**src/hw/rtl/assert_macros.svh**
```systemverilog
// Assertion macros used by the RTL top level.
`ifndef ASSERT_MACROS_SVH
`define ASSERT_MACROS_SVH

// Same-cycle implication, disabled in reset.
`define ASSERT_IMPL(label, clk, rstn, a, b) \
    label: assert property (@(posedge clk) disable iff (!(rstn)) (a) |-> (b)) \
        else $error("assertion failed");

// Next-cycle implication, disabled in reset.
`define ASSERT_NEXT(label, clk, rstn, a, b) \
    label: assert property (@(posedge clk) disable iff (!(rstn)) (a) |=> (b)) \
        else $error("assertion failed");

`endif

```
**src/hw/rtl/bcld_pkg.sv**
```systemverilog
// Types and constants of the current limit derating block.
package bcld_pkg;

    localparam int DIV_NW = 40;  // dividend bits, one quotient bit per stage
    localparam int DIV_DW = 24;  // divisor bits
    localparam int N_INTERP = 4;

    localparam logic [2:0] REG_CURRENT_LIMITS  = 3'd0;
    localparam logic [2:0] REG_TEMP_THRESHOLDS = 3'd1;
    localparam logic [2:0] REG_VOLTAGE_LIMITS  = 3'd2;
    localparam logic [2:0] REG_CHARGE_TARGETS  = 3'd3;
    localparam logic [2:0] REG_CHARGER         = 3'd4;

    typedef struct packed {
        logic signed [15:0] low_temp;
        logic signed [15:0] high_temp;
        logic [15:0]        low_cell_mv;
        logic [15:0]        high_cell_mv;
        logic [15:0]        avg_cell_mv;
        logic               fault;
        logic               alt_charge_limit;
        logic               storage_mode;
        logic [7:0]         pilot_amps;
    } item_t;

    typedef struct packed {
        logic [15:0] discharge_limit;
        logic [15:0] charge_limit;
    } result_t;

    // Control carried alongside the dividers.
    typedef struct packed {
        logic                          dis_gate;
        logic                          chg_gate;
        logic [15:0]                   dis_max;
        logic [15:0]                   chg_full;
        logic [N_INTERP-1:0]           en;
        logic [N_INTERP-1:0]           zero;
        logic [N_INTERP-1:0]           sgn;
        logic [N_INTERP-1:0][15:0]     p;
        logic                          cap_en;
    } sb_t;

    typedef struct packed {
        logic                          dis_gate;
        logic                          chg_gate;
        logic [15:0]                   dis_max;
        logic [15:0]                   chg_full;
        logic [N_INTERP-1:0][39:0]     c;
        logic [38:0]                   cap;
        logic                          cap_en;
    } fin_t;

endpackage

```
**src/hw/rtl/bcld_div.sv**
```systemverilog
// Pipelined unsigned restoring divider, one quotient bit per stage.
module bcld_div
    import bcld_pkg::*;
#(
    parameter int NW = DIV_NW,
    parameter int DW = DIV_DW
)
(
    input  logic          clk,
    input  logic [NW-1:0] num,
    input  logic [DW-1:0] den,
    output logic [NW-1:0] quo
);

    logic [NW-1:0][DW-1:0] rem_reg, rem_next;
    logic [NW-1:0][NW-1:0] nq_reg, nq_next;
    logic [NW-1:0][DW-1:0] d_reg, d_next;

    always_comb
    begin
        logic [DW-1:0] r_in;
        logic [NW-1:0] nq_in;
        logic [DW-1:0] d_in;
        logic [DW:0]   t;
        logic          ge;
        for (int i = 0; i < NW; i++)
        begin
            if (i == 0)
            begin
                r_in  = '0;
                nq_in = num;
                d_in  = den;
            end
            else
            begin
                r_in  = rem_reg[i-1];
                nq_in = nq_reg[i-1];
                d_in  = d_reg[i-1];
            end
            t  = {r_in, nq_in[NW-1]};
            ge = (t >= {1'b0, d_in});
            rem_next[i] = ge ? DW'(t - {1'b0, d_in}) : t[DW-1:0];
            nq_next[i]  = {nq_in[NW-2:0], ge};
            d_next[i]   = d_in;
        end
    end

    always_ff @(posedge clk)
    begin
        rem_reg <= rem_next;
        nq_reg  <= nq_next;
        d_reg   <= d_next;
    end

    assign quo = nq_reg[NW-1];

endmodule

```
**config.mk**
```make
export PLATFORM = sky130hd
export DESIGN_NAME = bcld_div
export DESIGN_NICKNAME = d
export VERILOG_FILES = /design/src/hw/rtl/assert_macros.svh /design/src/hw/rtl/bcld_pkg.sv /design/src/hw/rtl/bcld_div.sv
export SDC_FILE = /design/constraint.sdc
export NUM_CORES = 2
export LEC_CHECK = 0
export BUFFER_PORTS_ARGS = -buffer_cell sky130_fd_sc_hd__buf_2
export CAP_MARGIN = 10
export CORE_ASPECT_RATIO = 0.75
export CORE_MARGIN = 2
export CORE_UTILIZATION = 36
export DETAILED_ROUTE_END_ITERATION = 7
export RECOVER_POWER = 100
export REMOVE_ABC_BUFFERS = 1
export SYNTH_ARGS = -nofsm -noshare
export SYNTH_HDL_FRONTEND = slang
export SYNTH_SLANG_ARGS = --single-unit
```
**constraint.sdc**
```tcl
create_clock -name clk -period 3.9 [get_ports clk]
set_input_delay 0.39 -clock clk [delete_from_list [all_inputs] [get_ports clk]]
set_output_delay 0.39 -clock clk [all_outputs]
set_load 0.02 [all_outputs]
```
Word level (Yosys, flattened, before mapping) --
Cells that the tools add are included.
Cells by class: muxes and demuxes 39, order comparisons 40, add/subtract/negate cells 39
Operators by type and width (number):
- $ge A25 B24 Y1 | 39
- $mux W24 | 38
- $sub A24 B24 Y24 | 38
- $ge A1 B24 Y1 | 1
- $sub A1 B24 Y24 | 1
- $mux W1 | 1
Word-level totals: word-level logic and storage cells 237, output and inout bits 40, register bits after elaboration 3472

Longest topological paths before layout --
depth after elaboration 2, mapped depth 15, mapped depth without buffers 13

Worst setup path after synthesis --
Ideal clock, no wire load.
path kind reg2reg, from reg d_reg, in the netlist d_next[433], to reg rem_reg[438] in the netlist's numbering, slack 557 ps, library setup time 121 ps, stages on the path, launching flop included 14, path buffers 1, arrival time 3222 ps, period minus slack after synthesis 3343 ps, cells stage by stage dfxtp_1 > inv_1 > ha_1 > nor2b_1 > o31a_1 > o31a_1 > o21a_2 > a21oi_2 > o21ai_1 > a221oi_2 > o211ai_1 > a311oi_4 > buf_6 > mux2_4
RTL lines:
- from (decl) | line bcld_div.sv:17 | logic [NW-1:0][DW-1:0] d_reg, d_next;
- from (signal assigned) | line bcld_div.sv:52 | d_reg <= d_next;
- to (signal assigned) | line bcld_div.sv:50 | rem_reg <= rem_next;
- to (decl) | line bcld_div.sv:15 | logic [NW-1:0][DW-1:0] rem_reg, rem_next;

==> results.cfg <==
[timing]
fin_skew_ps = 46.0
grt_setup_unrepaired = no
finalWorstPathRequiredPeriod_ps = 3730
max_slew.worst_pin.slew_ps = 914
crit_path_setup_slack_layout_ps = 166
final_hold_viol_count = 0
final-setup-viol-count = 0
slew_headroom_pct = 38.5
timing.hold.ws_ps = 98.4
layout_worst_path_cycle_share_pct = 95.7
achievable_freq_ghz = 0.268
final_max_slew_viol_count = 0

[clock_tree]
clk_pin_slew_worst_paths_ps = 60
cts-htree-levels = 5
clock-sinks = 3472
clockBufferDepth = 4
cts_buffers = 344
tritoncts = yes
cts_root_buf = sky130_fd_sc_hd__clkbuf_16
worstSkewPairLatency_ps = 950

[cells_and_area]
design.final.nets = 13394
final_cell_area_mm2 = 0.146
final.fill_count = 33531
fraction_of_layout_cells_with_a_size_suffix_above_1_pct = 9.66
largest_register_ff_count = 1521
flow.area_growth_from_synthesis_pct = 15.3

[grt]
groute.usage.overall_pct = 14.2
initial_antenna_violation_count = 16
grt.busiest_layer = met1
first_global_vias = 77303
grt_first_pass_wirelength_um = 416000
global_route.usage.met1_pct = 21.6
grt_start_max_net_pins = 48
grtUsageMet2_pct = 20.2
globalRouteMet3Util_pct = 2.78
grt_overflow_total = 0

[drt]
wl_per_cell_um = 15.0
avgViaCountPerCell = 4.70
drt_first_iter_violations = 5550
detailed_route_wl_um = 259000
detail_route.first_pass.iterations = 6
via_count = 81224
drc = 0
drt_antenna_net_count = 0

[placement]
place_congestion = 0.873
hpwl_um = 190000
worst_setup_slack_after_placement_ps = 209
place.port_buffers = 104
placed_area_mm2 = 0.133

[logic_synthesis]
synth.ff_latch_count = 3472
combinational_family_with_the_most_area_after_synthesis = compound AO/OA/AOI/OAI gates
synth_warn = 0
synthSimpleGateAreaFrac_pct = 8.32
synth_ff_type = sky130_fd_sc_hd__dfxtp_1
async_reset_ff_share_pct = 0
number_of_synthesized_flops_with_an_enable_pin = 0
ys_types = 97
synth_xor_area_share_pct = 4.86
post_synth_fa_ha_maj_area_fraction_pct = 9.86
compound_gate_fraction_of_synth_area_pct = 13.2
synth_seq_area_share_pct = 54.8
post_synth_inst_count = 11932
post_synth_mux_area_share_pct = 4.52
syn_area_mm2 = 0.127
syn_avg_cell_area_um2 = 10.6

[power_and_ir_drop]
power.density_mw_per_mm2 = 774
irDropWorstVdd_mv = 0.392
p_total_uw = 113000
p_leak_uw = 0.0662

[setup_path]
worstSetupPathType = flop to flop
crit_path_max_incr_delay_ps = 490
critPathLaunchType = flop
path_cells = inv_1, ha_1, fa_1, nor2b_1, o2111ai_1, and3_1, o31ai_1, clkbuf_1, a2111oi_0, o41ai_1, buf_4, a221o_1, a21oi_1, xnor2_1, mux2_2
cpMaxStageDelayCell = sky130_fd_sc_hd__o41ai_1
worst_ep_arrival_time_ps = 4570
critical_path.endpoint_type = flop
required_ps = 4730
critical_path_fanouts_max = 4

[floorplanning]
fp.coreArea_mm2 = 0.350
placementRows = 188
ios = 105
floorplan.initialDensity_pct = 36.2
die_height_um = 518
floorplan.die.width_um = 689
overall_die_area_mm2 = 0.357

[hold_path]
worst_hold_path_type = input port to flop

[job]
cap_violations = 0

[run_status]
outcome = completed
[where the power goes]
part	switching [µW]	internal [µW]
Clock	14200	20800
Combinational	18300	15800
Sequential	2890	41200
[layout by cell type, fill, tap and decap left out, drive strengths merged, types with 137 or more instances in the layout]
cell type	synthesis	routed
o21ai	578	578
nand2	555	555
ha	938	938
a21oi	859	859
nor2	642	642
nor2b	157	157
clkbuf	157	551
nor3	137	137
o21a	138	138
a21o	368	368
xnor2	440	440
nand3	160	160
mux2	455	455
dfxtp	3472	3472
inv	1178	1199
xor2	263	263
[logic make-up after synthesis]
logic type                 Yosys count
AOI/OAI and AO/OA                 2647
xor gates and xnor gates           703
adders and majority gates          976
buffers and inverters             1423
DFF                               3472
muxes                              512
and+or+nand+nor                   2199
[metrics by stage]
stage | utilization, % | TNS (ps) | cells
floorplan | - | -145040 | 11687
global placement | 38.1 | 0 | 16561
detailed placement | 38.1 | 0 | 16561
CTS | 41.8 | 0 | 17286
global route | 41.7 | 0 | 17287
finish | 41.7 | 0 | 17287
[worst max-delay path, delay by kind of cell (launching register included)]
kind            cells  cell delay (ps)
compound gates      6             1310
fa+ha+maj           2              630
buf+inv             3              530
simple gates        2              430
flops               1              330
mux                 1              250
xor+xnor            1              130
[what timing repair did]
item                       in CTS  in global routing
setup endpoints to repair       0                 48
hold buffers                  101                  0
setup buffers                   0                  0
gates resized for setup         0                  7
hold endpoints to repair       76                  0
[synth_stat cells (all sizes together), types with 134 or more instances]
cell | instances | area share [%]
ha | 938 | 9.3
nor2 | 642 | 1.9
a21oi | 859 | 3.4
o21a | 138 | 0.82
nand3 | 160 | 0.63
dfxtp | 3472 | 55
xor2 | 263 | 1.8
nor3 | 137 | 0.55
nand4 | 134 | 0.66
mux2 | 455 | 4.1
nand2 | 555 | 1.6
nor2b | 157 | 0.78
clkbuf | 157 | 0.47
a21o | 368 | 2.2
xnor2 | 440 | 3.0
o21ai | 578 | 2.3
inv | 1178 | 3.5
[area by class of cell]
| cell class | instances | area, µm² | share of cell area, % |
|---|---|---|---|
| clock inverter | 173 | 2460 | 1.69 |
| sequential | 3472 | 69500 | 47.6 |
| antenna | 1 | 2.50 | 0.00171 |
| clock buffer | 451 | 9690 | 6.63 |
| tap | 4655 | 5820 | 3.99 |
| timing repair buffer | 320 | 2470 | 1.69 |
| multi-input combinational | 7037 | 51700 | 35.4 |
| inverter | 1178 | 4420 | 3.03 |
[layer usage]
metal	part of all wire, %	up-vias
met5	0.0081	-
met1	52	37352
li1	-	41700
met4	2.2	4
met2	40	1744
met3	6.3	424
[path summary, 6_finish.rpt]
path	start	to	slack, ps	cells after the start
setup / recovery	nq_reg[199]	rem_reg[142]	170	15
hold / removal	num[16]	nq_next[58]	100	2
setup reg to reg	nq_reg[199]	rem_reg[142]	170	15
hold reg to reg	nq_next[681]	nq_next[722]	300	0
Power figures use the tool's default switching activity.
